### config.mk
export PLATFORM = sky130hd
export DESIGN_NAME = i2c_master_byte_engine_flat
export DESIGN_NICKNAME = d
export VERILOG_FILES = /design/src/hdl/i2cm_pkg.sv /design/src/hdl/i2cm_if.sv /design/src/hdl/i2cm_front.sv /design/src/hdl/i2cm_queue.sv /design/src/hdl/i2cm_engine.sv /design/src/hdl/i2c_master_byte_engine.sv /design/src/flat_wrapper.sv
export SDC_FILE = /design/constraint.sdc
export NUM_CORES = 1
export LEC_CHECK = 0
export BUFFER_PORTS_ARGS = -buffer_cell sky130_fd_sc_hd__buf_4
export CAP_MARGIN = 0
export CORE_UTILIZATION = 40
export CTS_CLUSTER_DIAMETER = 30
export DETAILED_ROUTE_END_ITERATION = 10
export PLACE_DENSITY = 0.54
export SETUP_SLACK_MARGIN = 0.5
export SYNTH_ARGS = -nofsm -noshare
export SYNTH_HDL_FRONTEND = slang
export SYNTH_HIERARCHICAL = 1
export SYNTH_SLANG_ARGS = --single-unit
### constraint.sdc
create_clock -name clk -period 9.1 [get_ports clk]
set_input_delay 0 -clock clk [delete_from_list [all_inputs] [get_ports clk]]
set_output_delay 0 -clock clk [all_outputs]
set_load 0.05 [all_outputs]
### src/hdl/i2cm_pkg.sv
// Package for the I2C master byte engine: command kinds, sizes and the
// records that travel between the front end, the queue and the bit engine.
// Depends on nothing.
package i2cm_pkg;

	// Command codes as they arrive on the action field.
	typedef enum logic [1:0] {
		K_START = 2'd0,
		K_STOP  = 2'd1,
		K_WRITE = 2'd2,
		K_READ  = 2'd3
	} kind_t;

	localparam int PT_W            = 11;    // width of the phase length register
	localparam int TICK_W          = 10;    // width of the tick counter
	localparam int BIT_W           = 4;     // width of the bit slot counter
	localparam int MAX_PHASE_TICKS = 1024;
	localparam int RESET_TICKS     = 10;
	localparam logic [BIT_W-1:0] ACK_SLOT = 4'd8;
	localparam logic [BIT_W-1:0] LAST_BIT = 4'd7;

	// Queue between the front end and the bit engine.
	localparam int QDEPTH = 4;
	localparam int QPTR_W = $clog2(QDEPTH);
	localparam int QCNT_W = $clog2(QDEPTH + 1);

	// One decoded tick request.
	typedef struct packed {
		logic       cmd_valid;
		kind_t      kind;
		logic [7:0] tx_byte;
		logic       send_ack;
		logic       sda_in;
	} q_entry_t;

	// Queue status seen by both neighbors.
	typedef struct packed {
		logic full;
		logic empty;
	} q_stat_t;

endpackage

### src/hdl/i2cm_if.sv
// Handshake channels of the I2C master byte engine: tick requests, results
// and the phase length write port. Depends on i2cm_pkg.
interface i2cm_tick_if;
	logic       valid;
	logic       ready;
	logic       cmd_valid;
	logic [1:0] action;
	logic [7:0] tx_byte;
	logic       send_ack;
	logic       sda_in;

	modport source (output valid, cmd_valid, action, tx_byte, send_ack, sda_in,
		input ready);
	modport sink (input valid, cmd_valid, action, tx_byte, send_ack, sda_in,
		output ready);
endinterface

interface i2cm_res_if;
	logic       valid;
	logic       ready;
	logic       scl_out;
	logic       sda_out;
	logic       busy_res;
	logic       done_res;
	logic [7:0] rx_byte;
	logic       ack_missing;

	modport source (output valid, scl_out, sda_out, busy_res, done_res, rx_byte,
		ack_missing, input ready);
	modport sink (input valid, scl_out, sda_out, busy_res, done_res, rx_byte,
		ack_missing, output ready);
endinterface

interface i2cm_cfg_if;
	logic                      valid;
	logic                      ready;
	logic [i2cm_pkg::PT_W-1:0] data;

	modport source (output valid, data, input ready);
	modport sink (input valid, data, output ready);
endinterface

### src/hdl/i2cm_front.sv
// Front end: takes tick requests, decodes the action into a command kind
// and hands the record to the queue. Depends on i2cm_pkg and i2cm_if.
module i2cm_front (
	input  logic                clk,
	input  logic                arst_n,
	i2cm_tick_if.sink           tick,
	input  i2cm_pkg::q_stat_t   qstat,
	output logic                push,
	output i2cm_pkg::q_entry_t  entry
);
	logic               vld_s1;
	i2cm_pkg::q_entry_t entry_s1;

	assign push       = vld_s1 && !qstat.full;
	assign tick.ready = !vld_s1 || !qstat.full;
	assign entry      = entry_s1;

	always_ff @(posedge clk or negedge arst_n) begin
		if (!arst_n) begin
			vld_s1 <= 1'b0;
		end else if (tick.valid && tick.ready) begin
			vld_s1 <= 1'b1;
		end else if (push) begin
			vld_s1 <= 1'b0;
		end
	end

	always_ff @(posedge clk) begin
		if (tick.valid && tick.ready) begin
			entry_s1.cmd_valid <= tick.cmd_valid;
			entry_s1.kind      <= i2cm_pkg::kind_t'(tick.action);
			entry_s1.tx_byte   <= tick.tx_byte;
			entry_s1.send_ack  <= tick.send_ack;
			entry_s1.sda_in    <= tick.sda_in;
		end
	end

endmodule

### src/hdl/i2cm_queue.sv
// Short queue of decoded tick requests between the front end and the bit
// engine. Depends on i2cm_pkg.
module i2cm_queue (
	input  logic                clk,
	input  logic                arst_n,
	input  logic                push,
	input  i2cm_pkg::q_entry_t  push_entry,
	input  logic                pop,
	output i2cm_pkg::q_entry_t  head,
	output i2cm_pkg::q_stat_t   qstat
);
	i2cm_pkg::q_entry_t               slot_q [i2cm_pkg::QDEPTH];
	logic [i2cm_pkg::QPTR_W-1:0]      wr_ptr_q;
	logic [i2cm_pkg::QPTR_W-1:0]      rd_ptr_q;
	logic [i2cm_pkg::QCNT_W-1:0]      count_q;

	assign qstat.full  = (count_q == i2cm_pkg::QCNT_W'(i2cm_pkg::QDEPTH));
	assign qstat.empty = (count_q == '0);
	assign head        = slot_q[rd_ptr_q];

	always_ff @(posedge clk or negedge arst_n) begin
		if (!arst_n) begin
			wr_ptr_q <= '0;
			rd_ptr_q <= '0;
			count_q  <= '0;
		end else begin
			if (push) begin
				wr_ptr_q <= wr_ptr_q + 1'b1;
			end
			if (pop) begin
				rd_ptr_q <= rd_ptr_q + 1'b1;
			end
			if (push && !pop) begin
				count_q <= count_q + 1'b1;
			end else if (pop && !push) begin
				count_q <= count_q - 1'b1;
			end
		end
	end

	always_ff @(posedge clk) begin
		if (push) begin
			slot_q[wr_ptr_q] <= push_entry;
		end
	end

	a_no_overflow: assert property (@(posedge clk) disable iff (!arst_n)
		!(push && qstat.full)) else $error("queue written while full");
	a_no_underflow: assert property (@(posedge clk) disable iff (!arst_n)
		!(pop && qstat.empty)) else $error("queue read while empty");
	a_count_track: assert property (@(posedge clk) disable iff (!arst_n)
		(push && !pop) |=> count_q == $past(count_q) + 1'b1)
		else $error("queue count lost a write");

endmodule

### src/hdl/i2cm_engine.sv
// Bit engine: advances the bus sequencer by one tick request per cycle while one is queued
// and its result is not stalled, and holds the result in the output register. Depends on i2cm_pkg and i2cm_if.
module i2cm_engine (
	input  logic                         clk,
	input  logic                         arst_n,
	input  i2cm_pkg::q_entry_t           head,
	input  i2cm_pkg::q_stat_t            qstat,
	input  logic [i2cm_pkg::TICK_W-1:0]  last_tick,
	output logic                         pop,
	i2cm_res_if.source                   res
);
	i2cm_pkg::kind_t                kind_q, n_kind;
	logic                           run_q, n_run;
	logic [i2cm_pkg::BIT_W-1:0]     bit_q, n_bit;
	logic [1:0]                     ph_q, n_ph;
	logic [i2cm_pkg::TICK_W-1:0]    tick_q, n_tick;
	logic [7:0]                     sout_q, n_sout;
	logic [7:0]                     sin_q, n_sin;
	logic                           ack_q, n_ack;
	logic                           scl_q, n_scl;
	logic                           sda_q, n_sda;
	logic                           want_q, n_want;
	logic                           done_q, n_done;
	logic                           res_vld_q;
	logic                           do_enter;
	logic [1:0]                     last_ph;
	logic [i2cm_pkg::BIT_W-1:0]     final_bit;

	assign pop = !qstat.empty && (!res_vld_q || res.ready);

	// Last phase index and last bit slot of the running command.
	always_comb begin
		if (kind_q == i2cm_pkg::K_STOP) begin
			last_ph = 2'd1;
		end else if (kind_q == i2cm_pkg::K_READ && bit_q < i2cm_pkg::ACK_SLOT) begin
			last_ph = 2'd1;
		end else begin
			last_ph = 2'd2;
		end
		if (kind_q == i2cm_pkg::K_START || kind_q == i2cm_pkg::K_STOP) begin
			final_bit = '0;
		end else begin
			final_bit = i2cm_pkg::ACK_SLOT;
		end
	end

	always_comb begin
		n_kind   = kind_q;
		n_run    = run_q;
		n_bit    = bit_q;
		n_ph     = ph_q;
		n_tick   = tick_q;
		n_sout   = sout_q;
		n_sin    = sin_q;
		n_ack    = ack_q;
		n_scl    = scl_q;
		n_sda    = sda_q;
		n_want   = want_q;
		n_done   = 1'b0;
		do_enter = 1'b0;

		if (pop) begin
			if (!run_q) begin
				if (head.cmd_valid) begin
					n_kind   = head.kind;
					n_run    = 1'b1;
					n_bit    = '0;
					n_ph     = '0;
					n_tick   = '0;
					n_sout   = head.tx_byte;
					n_want   = head.send_ack;
					if (head.kind == i2cm_pkg::K_READ) begin
						n_sin = '0;
					end
					do_enter = 1'b1;
				end
			end else if (tick_q < last_tick) begin
				n_tick = tick_q + 1'b1;
			end else begin
				// Sample on the last tick of the SCL high phase.
				if (kind_q == i2cm_pkg::K_WRITE && bit_q == i2cm_pkg::ACK_SLOT
					&& ph_q == 2'd1) begin
					n_ack = head.sda_in;
				end else if (kind_q == i2cm_pkg::K_READ
					&& bit_q < i2cm_pkg::ACK_SLOT && ph_q == 2'd0) begin
					n_sin = {sin_q[6:0], head.sda_in};
				end
				n_tick = '0;
				if (ph_q < last_ph) begin
					n_ph     = ph_q + 1'b1;
					do_enter = 1'b1;
				end else if (bit_q < final_bit) begin
					n_bit    = bit_q + 1'b1;
					n_ph     = '0;
					do_enter = 1'b1;
				end else begin
					n_run  = 1'b0;
					n_done = 1'b1;
					if (kind_q == i2cm_pkg::K_READ) begin
						n_sda = 1'b1;
					end
				end
			end
		end

		// Pin levels are set on entry to a phase.
		if (do_enter) begin
			unique case (n_kind)
				i2cm_pkg::K_START: begin
					if (n_ph == 2'd0) begin
						n_sda = 1'b1;
						n_scl = 1'b1;
					end else if (n_ph == 2'd1) begin
						n_sda = 1'b0;
					end else begin
						n_scl = 1'b0;
					end
				end
				i2cm_pkg::K_STOP: begin
					if (n_ph == 2'd0) begin
						n_sda = 1'b0;
						n_scl = 1'b1;
					end else begin
						n_sda = 1'b1;
					end
				end
				i2cm_pkg::K_WRITE: begin
					if (n_bit < i2cm_pkg::ACK_SLOT) begin
						if (n_ph == 2'd0) begin
							n_sda = n_sout[7];
						end else if (n_ph == 2'd1) begin
							n_scl = 1'b1;
						end else begin
							n_scl  = 1'b0;
							if (n_bit == i2cm_pkg::LAST_BIT) begin
								n_sda = 1'b1;
							end
							n_sout = {n_sout[6:0], 1'b0};
						end
					end else begin
						if (n_ph == 2'd0) begin
							n_sda = 1'b1;
						end else if (n_ph == 2'd1) begin
							n_scl = 1'b1;
						end else begin
							n_scl = 1'b0;
						end
					end
				end
				i2cm_pkg::K_READ: begin
					if (n_bit < i2cm_pkg::ACK_SLOT) begin
						if (n_ph == 2'd0) begin
							n_scl = 1'b1;
							if (n_bit == '0) begin
								n_sda = 1'b1;
							end
						end else begin
							n_scl = 1'b0;
						end
					end else begin
						if (n_ph == 2'd0) begin
							n_sda = !n_want;
						end else if (n_ph == 2'd1) begin
							n_scl = 1'b1;
						end else begin
							n_scl = 1'b0;
						end
					end
				end
				default: begin
				end
			endcase
		end
	end

	always_ff @(posedge clk or negedge arst_n) begin
		if (!arst_n) begin
			kind_q    <= i2cm_pkg::K_START;
			run_q     <= 1'b0;
			bit_q     <= '0;
			ph_q      <= '0;
			tick_q    <= '0;
			sout_q    <= '0;
			sin_q     <= '0;
			ack_q     <= 1'b0;
			scl_q     <= 1'b1;
			sda_q     <= 1'b1;
			want_q    <= 1'b0;
			done_q    <= 1'b0;
			res_vld_q <= 1'b0;
		end else begin
			if (pop) begin
				kind_q <= n_kind;
				run_q  <= n_run;
				bit_q  <= n_bit;
				ph_q   <= n_ph;
				tick_q <= n_tick;
				sout_q <= n_sout;
				sin_q  <= n_sin;
				ack_q  <= n_ack;
				scl_q  <= n_scl;
				sda_q  <= n_sda;
				want_q <= n_want;
				done_q <= n_done;
			end
			if (pop) begin
				res_vld_q <= 1'b1;
			end else if (res.ready) begin
				res_vld_q <= 1'b0;
			end
		end
	end

	// The state registers only move when a result is produced, so they are
	// the output payload directly.
	assign res.valid       = res_vld_q;
	assign res.scl_out     = scl_q;
	assign res.sda_out     = sda_q;
	assign res.busy_res    = run_q;
	assign res.done_res    = done_q;
	assign res.rx_byte     = sin_q;
	assign res.ack_missing = ack_q;

	a_bit_range: assert property (@(posedge clk) disable iff (!arst_n)
		bit_q <= i2cm_pkg::ACK_SLOT) else $error("bit slot past the ack slot");
	a_phase_range: assert property (@(posedge clk) disable iff (!arst_n)
		ph_q != 2'd3) else $error("phase index out of range");
	a_done_idle: assert property (@(posedge clk) disable iff (!arst_n)
		done_q |-> !run_q) else $error("done reported while still running");
	a_stall_hold: assert property (@(posedge clk) disable iff (!arst_n)
		(res_vld_q && !res.ready) |=> $stable(tick_q) && $stable(run_q))
		else $error("sequencer moved while its result was stalled");

endmodule

### src/hdl/i2c_master_byte_engine.sv
// Top level of the I2C master byte engine: phase length register, front end,
// request queue and bit engine. Depends on i2cm_pkg, i2cm_if and the submodules.
//
//   channel | role   | accepted when          | carries
//   --------+--------+------------------------+----------------------------------
//   tick    | sink   | tick.valid & ready     | cmd_valid, action, tx_byte,
//           |        |                        | send_ack, sda_in
//   res     | source | res.valid & ready      | scl_out, sda_out, busy_res,
//           |        |                        | done_res, rx_byte, ack_missing
//   cfg     | sink   | cfg.valid & ready      | phase length in ticks (data)
//
// Every tick request yields exactly one result. The path runs through the
// front register, the queue and the engine's output register, in that order.
// With no stalls one request is taken and one result is given every cycle.
// The bit engine evaluates one tick per cycle while its result is not
// stalled; that single step sets the rate.
// Reset puts the bus lines released high, the engine idle and the phase
// length at ten ticks. A stalled result stops the engine, the queue then
// fills, and the front end drops ready once the queue and its own register
// are both occupied.
module i2c_master_byte_engine (
	input  logic       clk,
	input  logic       arst_n,
	i2cm_tick_if.sink  tick,
	i2cm_res_if.source res,
	i2cm_cfg_if.sink   cfg
);
	// The phase length is kept as its clamped value minus one, which is the
	// last tick index of a phase: zero acts as one, anything above the
	// maximum acts as the maximum.
	logic [i2cm_pkg::TICK_W-1:0] last_tick_q;
	logic [i2cm_pkg::PT_W-1:0]   data_m1;
	i2cm_pkg::q_stat_t           qstat;
	i2cm_pkg::q_entry_t          push_entry;
	i2cm_pkg::q_entry_t          head;
	logic                        push;
	logic                        pop;

	assign cfg.ready = 1'b1;
	assign data_m1   = cfg.data - 1'b1;

	always_ff @(posedge clk or negedge arst_n) begin
		if (!arst_n) begin
			last_tick_q <= i2cm_pkg::TICK_W'(i2cm_pkg::RESET_TICKS - 1);
		end else if (cfg.valid && cfg.ready) begin
			if (cfg.data == '0) begin
				last_tick_q <= '0;
			end else if (cfg.data > i2cm_pkg::PT_W'(i2cm_pkg::MAX_PHASE_TICKS)) begin
				last_tick_q <= i2cm_pkg::TICK_W'(i2cm_pkg::MAX_PHASE_TICKS - 1);
			end else begin
				last_tick_q <= data_m1[i2cm_pkg::TICK_W-1:0];
			end
		end
	end

	// Front end: registers and decodes each tick request.
	i2cm_front u_front (
		.clk    (clk),
		.arst_n (arst_n),
		.tick   (tick),
		.qstat  (qstat),
		.push   (push),
		.entry  (push_entry)
	);

	// Queue that lets the front end keep taking requests while the engine
	// waits on a stalled result.
	i2cm_queue u_queue (
		.clk        (clk),
		.arst_n     (arst_n),
		.push       (push),
		.push_entry (push_entry),
		.pop        (pop),
		.head       (head),
		.qstat      (qstat)
	);

	// Bit engine with the output register.
	i2cm_engine u_engine (
		.clk       (clk),
		.arst_n    (arst_n),
		.head      (head),
		.qstat     (qstat),
		.last_tick (last_tick_q),
		.pop       (pop),
		.res       (res)
	);

endmodule
### src/flat_wrapper.sv
// flat-port wrapper written by rule: the top's interface ports become plain ports
module i2c_master_byte_engine_flat 
  (clk, arst_n, tick_valid, tick_cmd_valid, tick_action, tick_tx_byte, tick_send_ack, tick_sda_in, tick_ready, res_valid, res_scl_out, res_sda_out, res_busy_res, res_done_res, res_rx_byte, res_ack_missing, res_ready, cfg_valid, cfg_data, cfg_ready);
  i2cm_tick_if tick_i ();
  i2cm_res_if res_i ();
  i2cm_cfg_if cfg_i ();
  input  logic clk;
  input  logic arst_n;
  input wire logic [$bits(tick_i.valid)-1:0] tick_valid;
  input wire logic [$bits(tick_i.cmd_valid)-1:0] tick_cmd_valid;
  input wire logic [$bits(tick_i.action)-1:0] tick_action;
  input wire logic [$bits(tick_i.tx_byte)-1:0] tick_tx_byte;
  input wire logic [$bits(tick_i.send_ack)-1:0] tick_send_ack;
  input wire logic [$bits(tick_i.sda_in)-1:0] tick_sda_in;
  output wire logic [$bits(tick_i.ready)-1:0] tick_ready;
  output wire logic [$bits(res_i.valid)-1:0] res_valid;
  output wire logic [$bits(res_i.scl_out)-1:0] res_scl_out;
  output wire logic [$bits(res_i.sda_out)-1:0] res_sda_out;
  output wire logic [$bits(res_i.busy_res)-1:0] res_busy_res;
  output wire logic [$bits(res_i.done_res)-1:0] res_done_res;
  output wire logic [$bits(res_i.rx_byte)-1:0] res_rx_byte;
  output wire logic [$bits(res_i.ack_missing)-1:0] res_ack_missing;
  input wire logic [$bits(res_i.ready)-1:0] res_ready;
  input wire logic [$bits(cfg_i.valid)-1:0] cfg_valid;
  input wire logic [$bits(cfg_i.data)-1:0] cfg_data;
  output wire logic [$bits(cfg_i.ready)-1:0] cfg_ready;
  assign tick_i.valid = tick_valid;
  assign tick_i.cmd_valid = tick_cmd_valid;
  assign tick_i.action = tick_action;
  assign tick_i.tx_byte = tick_tx_byte;
  assign tick_i.send_ack = tick_send_ack;
  assign tick_i.sda_in = tick_sda_in;
  assign tick_ready = tick_i.ready;
  assign res_valid = res_i.valid;
  assign res_scl_out = res_i.scl_out;
  assign res_sda_out = res_i.sda_out;
  assign res_busy_res = res_i.busy_res;
  assign res_done_res = res_i.done_res;
  assign res_rx_byte = res_i.rx_byte;
  assign res_ack_missing = res_i.ack_missing;
  assign res_i.ready = res_ready;
  assign cfg_i.valid = cfg_valid;
  assign cfg_i.data = cfg_data;
  assign cfg_ready = cfg_i.ready;
  i2c_master_byte_engine u_core (.clk(clk), .arst_n(arst_n), .tick(tick_i), .res(res_i), .cfg(cfg_i));
endmodule
# --- Word level (Yosys, flattened, before mapping) ---
# Memories as Yosys holds them, arrays and structs flattened.
# Cells that the tools add are included.
totals:
  register_bits: 72
  mem_count: 1
  output_inout_bits: 16
  ramBits: 52
  word_cells: 177
mem_list:
  columns: ["memory", "words", "word_bits", "rd", "rd_ports_with_merged_regs", "write_ports", "line_no", "source"]
  rows:
  - ["u_core.u_queue.slot_q", 4, 13, 1, 0, 1, "i2cm_queue.sv:12", "i2cm_pkg::q_entry_t slot_q [i2cm_pkg::QDEPTH];"]
op_classes:
  mux: 86
  n_addsub: 8
  n_reduce_logical: 35
  eq_ne: 17
  bitwise: 1
  magnitude_cmp: 6
ops:
  columns: ["op", "count"]
  rows:
  - ["$mux 8", 13]
  - ["$mux 10", 5]
  - ["$mux 1", 46]
  - ["$mux 4", 7]
  - ["$mux 2", 11]
  - ["$gt 11x11->1 const B", 1]
  - ["$logic_not 11->1", 1]
  - ["$add 10x1->10 const B", 1]
  - ["$eq 2x2->1 const B", 5]
  - ["$lt 10x10->1", 1]
  - ["$reduce_bool 2->1", 5]
  - ["$sub 10x1->10 const B", 1]
  - ["$logic_and 1x1->1", 9]
  - ["$eq 2x1->1 const B", 4]
  - ["$logic_not 2->1", 4]
  - ["$lt 4x4->1 const B", 2]
  - ["$pmux 1 s4", 2]
  - ["$reduce_and 4->1", 2]
  - ["$logic_not 1->1", 7]
  - ["$add 2x1->2 const B", 3]
  - ["$mux 3", 2]
  - ["$ne 2x2->1 const B", 3]
  - ["$reduce_and 6->1", 1]
  - ["$add 4x1->4 const B", 1]
  - ["14 further kinds", 16]

# --- Longest topological paths before layout ---
# Gate-level depths: netlist (run 1).
logic_depth:
  depth_word: 16
  mapped_depth: 12
  mapped_depth_nobuf: 12

# --- By module ---
# Netlist (run 1), hierarchy kept.
modules_own_cells:
  columns: ["module", "n_inst", "seq_area_each_um2", "cells_per_inst", "area_per_inst_um2"]
  rows:
  - ["i2cm_engine", 1, 1028.5, 296, 2663.8]
  - ["i2cm_queue", 1, 1736.7, 102, 2299.7]
  - ["i2c_master_byte_engine", 1, 252.7, 68, 624.3]
  - ["i2cm_front", 1, 415.4, 18, 441.7]

# --- Worst setup path before layout (run 1) ---
# OpenSTA, ideal clock, no wires.
synth_timing:
  path_type: "reg-to-reg"
  startpoint: "reg u_core/u_queue/rd_ptr_q[0] (netlist bit)"
  endpoint: "reg u_core.u_engine.sout_q[1]"
  arrival_time_ns: 2.940
  path_slack_ns: 6.083
  required_ns: 9.023
  path_stages_with_launch: 11
  setup_time_ns: 0.077
  period_less_slack_ns: 3.017
  cell_sequence: "dfrtp_1 -> buf_6 -> mux4_1 -> or2_2 -> and3_1 -> a31o_1 -> a21oi_4 -> a32oi_4 -> nor4b_4 -> mux2_4 -> o21ai_1"
synth_lines:
  columns: ["element", "line_no", "source"]
  rows:
  - ["start: declaration", "i2cm_queue.sv:14", "logic [i2cm_pkg::QPTR_W-1:0] rd_ptr_q;"]
  - ["start signal: assignment", "i2cm_queue.sv:31", "rd_ptr_q <= rd_ptr_q + 1'b1;"]
  - ["end signal: assignment", "i2cm_engine.sv:198", "sout_q <= n_sout;"]
  - ["end: declaration", "i2cm_engine.sv:17", "logic [7:0] sout_q, n_sout;"]

==> results.yml, run 1 <==
power:
  swShare_pct: 30.4
  power_frac_clock_pct: 35.8
  combinationalPowerShare_pct: 21.6
  p_per_area_nw_per_um2: 245
  power_frac_seq_pct: 42.6
  leakagePower_nw: 3.01
  vdd_drop_max_v: 0.000230
  intPower_mw: 1.25
  p_sw_mw: 0.544
clocking:
  h-tree-depth: 4
  clk_path_buf_depth: 2
  clock_latency_ns: 0.42
  cts_tree: "done"
  clock-root-buffer: "clkbuf_16"
  clk_pin_slew_ns: 0.06
  clock-sinks: 124
  cts_buffers: 17
global_route:
  grt_max_degree: 60
  grt.overflow.total: 0
  grtUsageTotal_pct: 17.4
  grt_pass1_wl_um: 20900
  grt_pass1_vias: 4127
  antenna_found_initial: 0
finish:
  nNetsFinal: 611
  final-instance-count-excl-fill: 757
  layout-drive-gt1-share_pct: 19.0
  layout_common_cells: "edfxtp_1, dfrtp_1, nand2_1"
  final_common_cell: "edfxtp_1"
  area_growth_pct: 21.5
  antennaDiodeCount: 0
  final_area_um2: 7320
worst_setup_path:
  worstSetupEndpointType: "flip-flop"
  required_ns: 9.43
  cp_max_fo: 15
  crit_path_start_kind: "flip-flop"
  critPathArrivalTime_ns: 3.95
  reg2reg_from: "u_core/u_queue/rd_ptr_q[0]"
  cp-startpoint: "u_core/u_queue/rd_ptr_q[0]"
  crit_type: "reg2reg"
job:
  max_cap_violations: 0
placement:
  dpl_cell_area_um2: 6520
  placed_cells: 701
  gp_congestion: 0.822
  dp_hpwl_um: 8460
  portBuffers: 43
timing:
  hold_viol: 0
  slew_headroom_pct: 48.8
  drv_slew: 0
  period_minus_slack_ns: 3.63
  fin_hold_ws_ns: 0.0185
  fmax_ghz: 0.276
  worst_pin_slew_ns: 0.768
  period_share_pct: 39.9
  fin_tns_setup_ns: 0
  fin_skew_ns: 0.00858
  setup_viol: 0
  rsz0062_at_grt: "false"
route:
  via_per_inst: 5.42
  vias: 4100
  wl_um: 12500
  wl_per_cell_um: 16.5
  drtAntennaViolNets: 0
  drt-pass1-iter-count: 7
  drc: 4
  drt_iter0_drc: 320
synthesis:
  yosysWarnings: 6
  synthArstFlopShare_pct: 47.6
  ys_seq_elements: 124
  synthDistinctLibCells: 76
  syn_area_per_cell_um2: 12.5
  synthCells: 484
  syn_area_um2: 6030
  synth-edff-count: 65
  syn-num-nets: 535
  synth_seq_area_share_pct: 56.9
  synth-main-ff-cell: "edfxtp_1"
floorplanning:
  fp.coreArea_um2: 14600
  fp.dieH_um: 125
  die_x_um: 125
  rows: 44
  ioPinCount: 45
  die_area_um2: 15600
  initial_core_util_pct: 41.2
min_path:
  hp-class: "in2reg"
  worstHoldStart: "cfg_data[8]"
run_status:
  violations: "DRC"
  status: "complete, but fails checks"
-- state kept, by name, indices dropped and copies added (netlist names), 2 cells and up --
name,flops
u_core/u_queue/slot_q,52
u_core/u_engine/ph_q,2
u_core/u_engine/res.rx_byte,8
u_core/u_engine/bit_q,4
u_core/u_front/entry,13
u_core/u_queue/count_q,3
u_core/u_engine/sout_q,8
u_core/u_queue/wr_ptr_q,2
u_core/u_engine/tick_q,10
u_core/u_engine/kind_q,2
u_core/last_tick_q,10
u_core/u_queue/rd_ptr_q,2
-- cells in the mapped netlist (7+ instances only) --
master     n  area (um2)
a21oi_1    9        45.0
xor2_1     7        61.3
and3_1    13        81.3
edfxtp_1  65        1950
dfrtp_1   55        1380
nor3_1    10        50.1
nor2_1    25        93.8
a22o_1     8        70.1
inv_1     38         143
o21ai_1    8        40.0
ha_1      21         263
mux4_2     8         180
nand2_1   46         173
o21ai_0   28         140
-- per-stage QoR --
| step | setup WS, ns | utilization, % | power, mW |
|---|---|---|---|
| 4_1_cts | 5.42 | 50.0 | 1.81 |
| 3_3_place_gp | 5.51 | 44.5 | 1.15 |
| 5_1_grt | 5.19 | 50.0 | 1.89 |
| 2_1_floorplan | 6.08 | - | 1.04 |
| 6_report | 5.47 | 50.0 | 1.79 |
| 3_5_place_dp | 5.43 | 44.5 | 1.16 |
-- timing repair --
action                                 CTS  global route
hold buffers                            24             0
setup buffers                            0             0
gates resized for setup                  0             0
endpoints found under the hold margin   80             0
-- worst max-delay path, cell delays in order, from the launching register on --
cell and delay, ns:
dfrtp_1 0.32, buf_4 0.27, mux4_1 0.63, or2_2 0.31
nand3_1 0.38, nor3_2 0.15, a21oi_4 0.26, a32oi_4 0.12
nor4b_4 0.62, mux2_4 0.35, o21ai_1 0.12
-- cell families after synthesis --
family                   synth area share [%]
AND/OR/NAND/NOR                          11.7
flip-flops                               56.9
AO/OA/AOI/OAI                            13.8
buffers and inverters                    3.76
multiplexers                             7.47
adder cells (fa/ha/maj)                  4.69
XOR/XNOR                                 1.60
other                                  0.0622
-- worst paths after layout --
kind                                        endpoint  slack, ns  cells past startpoint
max                        u_core/u_engine/sout_q[6]       5.47                     10
min                            u_core/last_tick_q[8]       0.02                      4
max reg2reg                u_core/u_engine/sout_q[6]       5.47                     10
min reg2reg                u_core/u_queue/count_q[2]       0.49                      1
max in group asynchronous  u_core/u_engine/kind_q[1]       8.39                      2
min in group asynchronous  u_core/u_engine/tick_q[1]       0.21                      2
-- metal layers --
metal  wire length (um)  global-route usage, %  up-vias  share of wire (%)
li1                   -                      -     1962                  -
met1               5890                   22.8     2041                 47
met2               6000                   28.2       86                 48
met3                448                   3.78       11                3.6
met4                173                   6.39        0                1.4
met5                  0                      0        -                  0
-- area by class of cell --
| class | instances | area, um2 |
|---|---|---|
| tap | 184 | 230 |
| clock inverter | 15 | 138 |
| timing repair buffer | 69 | 578 |
| multi-input combinational | 308 | 2370 |
| clock buffer | 17 | 425 |
| fill | 1318 | 7320 |
| inverter | 40 | 150 |
| sequential | 124 | 3430 |
-- power groups by stage --
stage          registers (mW)  logic, mW  clock network, mW
4_1_cts                 0.766      0.395              0.653
3_3_place_gp            0.773      0.375                  0
6_report                0.764      0.387              0.640
3_5_place_dp            0.776      0.386                  0
5_1_grt                 0.776      0.430              0.680
2_1_floorplan           0.751      0.293                  0
Note: power is estimated with default switching activity, not from simulation.
==> inputs of run 2 (changes only) <==
clock period = 3.6 ns   (was 9.1 ns; I/O delays follow)
==> run 2 against run 1 <==
  * The run still ends with DRC left
  * Worst setup slack got worse by 4.9 ns
  * Global-route usage rose by 0.33 points
  * Wire length rose by 0.84%
==> results.yml, run 2 (same netlist as run 1, synthesis figures left out) <==
timing:
  worst_pin_slew_ns: 0.774
  fin_tns_setup_ns: 0
  drv_slew: 0
  hold_viol: 0
  fin_skew_ns: 0.0101
  setup_viol: 0
  worst_slack_ns: 0.621
  fmax_ghz: 0.336
  fin_hold_ws_ns: 0.0315
  rsz0062_at_grt: "true"
  slew_headroom_pct: 48.4
  period_share_pct: 82.8
  period_minus_slack_ns: 2.98
floorplanning:
  fp.dieH_um: 125
  die_area_um2: 15600
  ioPinCount: 45
  rows: 44
  fp.coreArea_um2: 14600
  initial_core_util_pct: 41.2
  die_x_um: 125
placement:
  place_ws_ns: 0.389
  portBuffers: 43
  placed_cells: 707
  gp_congestion: 0.866
  dp_hpwl_um: 8510
power:
  p_per_area_nw_per_um2: 625
  leakagePower_nw: 3.08
  vdd_drop_max_v: 0.000657
  total_power_mw: 4.72
finish:
  antennaDiodeCount: 0
  regMostFlops: "u_core/u_queue/slot_q"
  layout_common_cells: "edfxtp_1, buf_4, dfrtp_1"
  nNetsFinal: 622
  final-instance-count-excl-fill: 768
  final_common_cell: "edfxtp_1"
  area_growth_pct: 25.2
  largest_reg_flops: 52
  layout-drive-gt1-share_pct: 22.1
route:
  wl_um: 12600
  drtAntennaViolNets: 0
  drc: 4
  wl_per_cell_um: 16.4
  vias: 4136
  drt_iter0_drc: 254
  via_per_inst: 5.39
  drt-pass1-iter-count: 8
min_path:
  hp-class: "in2reg"
  hold_end: "u_core/last_tick_q[6]"
  min_delay_path_depth: 4
  worstHoldStart: "cfg_data[6]"
worst_setup_path:
  worstSetupEndpointType: "flip-flop"
  critPathArrivalTime_ns: 3.32
  required_ns: 3.94
  reg2reg_depth: 10
  cp_max_fo: 8
  crit_type: "reg2reg"
  r2r_end: "u_core/u_engine/sout_q[6]"
  crit_path_start_kind: "flip-flop"
  reg2reg_from: "u_core/u_queue/rd_ptr_q[0]"
  r2r_slack_ns: 0.62
clocking:
  cts_tree: "done"
  clock-sinks: 124
  clk_path_buf_depth: 2
  clock-root-buffer: "clkbuf_16"
  h-tree-depth: 4
  cts_buffers: 17
  clk_pin_slew_ns: 0.06
  clock_latency_ns: 0.42
run_status:
  violations: "DRC"
  status: "complete, but fails checks"
global_route:
  grtUsageTotal_pct: 17.7
  grt_pass1_wl_um: 21100
  grt.overflow.total: 0
  grt_max_degree: 60
  antenna_found_initial: 0
  grt_pass1_vias: 4152
job:
  max_cap_violations: 0
## run 2: changes by cell type in the layout (fill, tap and decap cells not counted), sizes merged
cell,previous run,this run
clkbuf,17,19
clkinv,6,4
buf,45,55
clkinvlp,3,4
dlygate4sd3,24,25
inv,45,41
bufinv,1,4
## run 2: cell type report
class | instances | area (um2)
Tap cell | 184 | 230
Sequential cell | 124 | 3440
Timing Repair Buffer | 80 | 667
Clock buffer | 19 | 433
Clock inverter | 13 | 190
Inverter | 40 | 150
Fill cell | 1296 | 7100
Multi-Input combinational cell | 308 | 2440
## run 2: what timing repair did
action / in CTS / in global routing
hold endpoints to repair: 80 / 0
setup endpoints to repair: 9 / 10
buffers inserted: 1 / 3
resized for setup: 2 / 13
pin swaps: 1 / 1
hold buffers: 25 / 0
## run 2: power breakdown
group / total [mW] / internal (mW) / switching (mW)
Clock: 1.78 / 1.16 / 0.619
Combinational: 1.03 / 0.440 / 0.589
Sequential: 1.91 / 1.78 / 0.130
## run 2: routing by layer
layer | vias to the layer above | share of wire, % | GRT usage, %
li1 | 1986 | - | -
met1 | 2036 | 45 | 21.9
met2 | 102 | 50 | 30.1
met3 | 12 | 4.4 | 5.07
met4 | 0 | 0.88 | 4.79
met5 | - | 0 | 0
## run 2: worst max-delay path by stage
stage / endpoint / slack (ns) / from / depth (start not counted)
6_report: u_core/u_engine/sout_q[6] / 0.62 / u_core/u_queue/rd_ptr_q[0] / 10
2_1_floorplan: u_core/u_engine/sout_q[1] / 0.58 / u_core/u_queue/rd_ptr_q[0] / 10
5_1_grt: u_core/u_engine/sout_q[6] / 0.47 / u_core/last_tick_q[3] / 10
3_3_place_gp: u_core/u_engine/sout_q[1] / 0.46 / u_core/u_engine/kind_q[1] / 11
3_5_place_dp: u_core/u_engine/sout_q[6] / 0.39 / u_core/u_engine/kind_q[1] / 11
4_1_cts: u_core/u_engine/res.sda_out / 0.53 / u_core/u_engine/kind_q[1] / 11
## run 2: through the flow
stage          util (%)  instance area, um2
2_1_floorplan         -                6030
3_3_place_gp       44.8                6570
3_5_place_dp       44.8                6570
4_1_cts            50.9                7460
5_1_grt            51.5                7550
6_report           51.5                7550
## run 2: worst max-delay path, cell delays in order (launching register included)
cell and delay, ns:
dfrtp_1 0.35, mux4_1 0.59, or2_2 0.30, and3_1 0.23, a31o_1 0.22, a21oi_4 0.20
a32oi_4 0.12, nor4b_4 0.29, buf_6 0.17, mux2_4 0.30, o21ai_1 0.12
==> inputs of run 3 (changes only) <==
clock period = 2.85 ns   (was 3.6 ns; I/O delays follow)
==> run 3 against run 2 <==
  * The flow still finishes with violations (DRC)
  * Flip-flop and latch count unchanged
  * Clock power up 16%
  * Maximum frequency grew 6.6%
  * Sequential power is 27% higher
  * Count of clock-buffer cells in the layout decreased by 1
  * Sequential share of layout area fell by 2.9 points
  * Critical path type unchanged
  * Critical endpoint is now u_core/u_engine/sout_q[3]
  * Largest power group unchanged
  * Highest routed layer unchanged
==> results.yml, run 3 (same netlist as run 1, synthesis figures left out) <==
worst_setup_path:
  crit_path_start_kind: "flip-flop"
  required_ns: 3.15
  worstSetupEndpointType: "flip-flop"
  critPathArrivalTime_ns: 3.09
  cp_max_fo: 8
  crit_type: "reg2reg"
clocking:
  clock-root-buffer: "clkbuf_16"
  clock-sinks: 124
  h-tree-depth: 4
  clk_pin_slew_ns: 0.06
  cts_tree: "done"
  cts_buffers: 17
  clock_latency_ns: 0.41
  clk_path_buf_depth: 2
timing:
  fin_tns_setup_ns: 0
  worst_pin_slew_ns: 0.765
  setup_viol: 0
  fin_skew_ns: 0.00668
  fmax_ghz: 0.358
  rsz0062_at_grt: "true"
  period_share_pct: 98.1
  fin_hold_ws_ns: 0.0117
  drv_slew: 0
  hold_viol: 0
  period_minus_slack_ns: 2.80
  slew_headroom_pct: 49.0
floorplanning:
  ioPinCount: 45
  die_x_um: 125
  fp.coreArea_um2: 14600
  die_area_um2: 15600
  fp.dieH_um: 125
  rows: 44
  initial_core_util_pct: 41.2
route:
  drtAntennaViolNets: 0
  wl_um: 13500
  vias: 4280
  wl_per_cell_um: 16.6
  drc: 6
  drt-pass1-iter-count: 7
  drt_iter0_drc: 267
  via_per_inst: 5.28
finish:
  area_growth_pct: 33.7
  final-instance-count-excl-fill: 811
  regMostFlops: "u_core/u_queue/slot_q"
  layout_common_cells: "buf_4, edfxtp_1, dfrtp_1"
  nNetsFinal: 666
  layout-drive-gt1-share_pct: 34.6
  final_util_pct: 55.0
  antennaDiodeCount: 0
  largest_reg_flops: 52
  fillers: 1259
  final_common_cell: "buf_4"
power:
  power_frac_clock_pct: 34.7
  vdd_drop_max_v: 0.000658
  p_per_area_nw_per_um2: 741
  leakagePower_nw: 3.34
  power_frac_seq_pct: 40.5
  total_power_mw: 5.97
  swShare_pct: 29.7
  intPower_mw: 4.20
  combinationalPowerShare_pct: 24.8
  p_sw_mw: 1.77
global_route:
  grt_pass1_wl_um: 22000
  grt_max_degree: 60
  antenna_found_initial: 0
  grt.overflow.total: 0
  grt_pass1_vias: 4300
  grtUsageTotal_pct: 18.4
run_status:
  status: "complete, but fails checks"
  violations: "DRC"
placement:
  portBuffers: 43
  gp_congestion: 0.873
  placed_cells: 733
  dp_hpwl_um: 8830
min_path:
  hp-class: "in2reg"
job:
  max_cap_violations: 0
[run 3: repair_timing]
item | CTS | global route
gates resized for setup | 23 | 38
setup endpoints to repair | 26 | 33
hold endpoints to repair | 80 | 0
hold buffers | 23 | 0
pin swaps | 12 | 8
gates cloned | 1 | 0
buffers inserted | 10 | 13
[run 3: per-layer routing]
layer,up-vias,wire (um),track usage [%]
li1,2076,-,-
met5,-,0,0
met4,0,123,6.61
met3,10,583,5.58
met2,92,6830,30.6
met1,2102,5940,22.6
[run 3: through the flow]
stage	cell area (um2)	setup slack (ns)
after floorplan	6070	-0.0353
after global placement	6800	0.0599
after detailed placement	6800	-0.0215
after CTS	7800	0.0895
after global routing	8060	-0.0324
final	8060	0.0545
[run 3: power by group through the flow]
stage / clock network [mW] / registers (mW) / logic (mW)
finish: 2.07 / 2.42 / 1.48
global route: 2.22 / 2.46 / 1.64
CTS: 2.12 / 2.41 / 1.43
detailed placement: 0 / 2.44 / 1.35
global placement: 0 / 2.43 / 1.32
floorplan: 0 / 2.40 / 0.950
[run 3: final timing paths]
path / startpoint / to / slack (ns) / cells past startpoint
worst max register to register: u_core/u_queue/rd_ptr_q[0] / u_core/u_engine/sout_q[3] / 0.05 / 11
worst min register to register: u_core/last_tick_q[0] / u_core/last_tick_q[0] / 0.46 / 2
min in group asynchronous: arst_n / u_core/u_engine/tick_q[1] / 0.20 / 2
worst max-delay path: u_core/u_queue/rd_ptr_q[0] / u_core/u_engine/sout_q[3] / 0.05 / 11
max in group asynchronous: arst_n / u_core/u_queue/count_q[0] / 2.10 / 2
worst min-delay path: cfg_data[3] / u_core/last_tick_q[3] / 0.01 / 4
[run 3: cell type report]
class	count	area [um2]	share of cell area, %
Tap cell	184	230	2.86
Timing Repair Buffer	123	996	12.4
Multi-Input combinational cell	309	2680	33.2
Inverter	40	151	1.88
Sequential cell	124	3430	42.6
Clock buffer	18	429	5.32
Clock inverter	13	144	1.79
[run 3: critical path, stage by stage, from the launching register on]
cell,delay (ns)
dfrtp_1,0.36
mux4_2,0.57
or2_4,0.26
and3_4,0.19
a31o_4,0.23
a21oi_4,0.14
buf_4,0.15
nor2_1,0.05
nor4b_4,0.14
buf_6,0.15
o21a_2,0.24
o22a_1,0.19
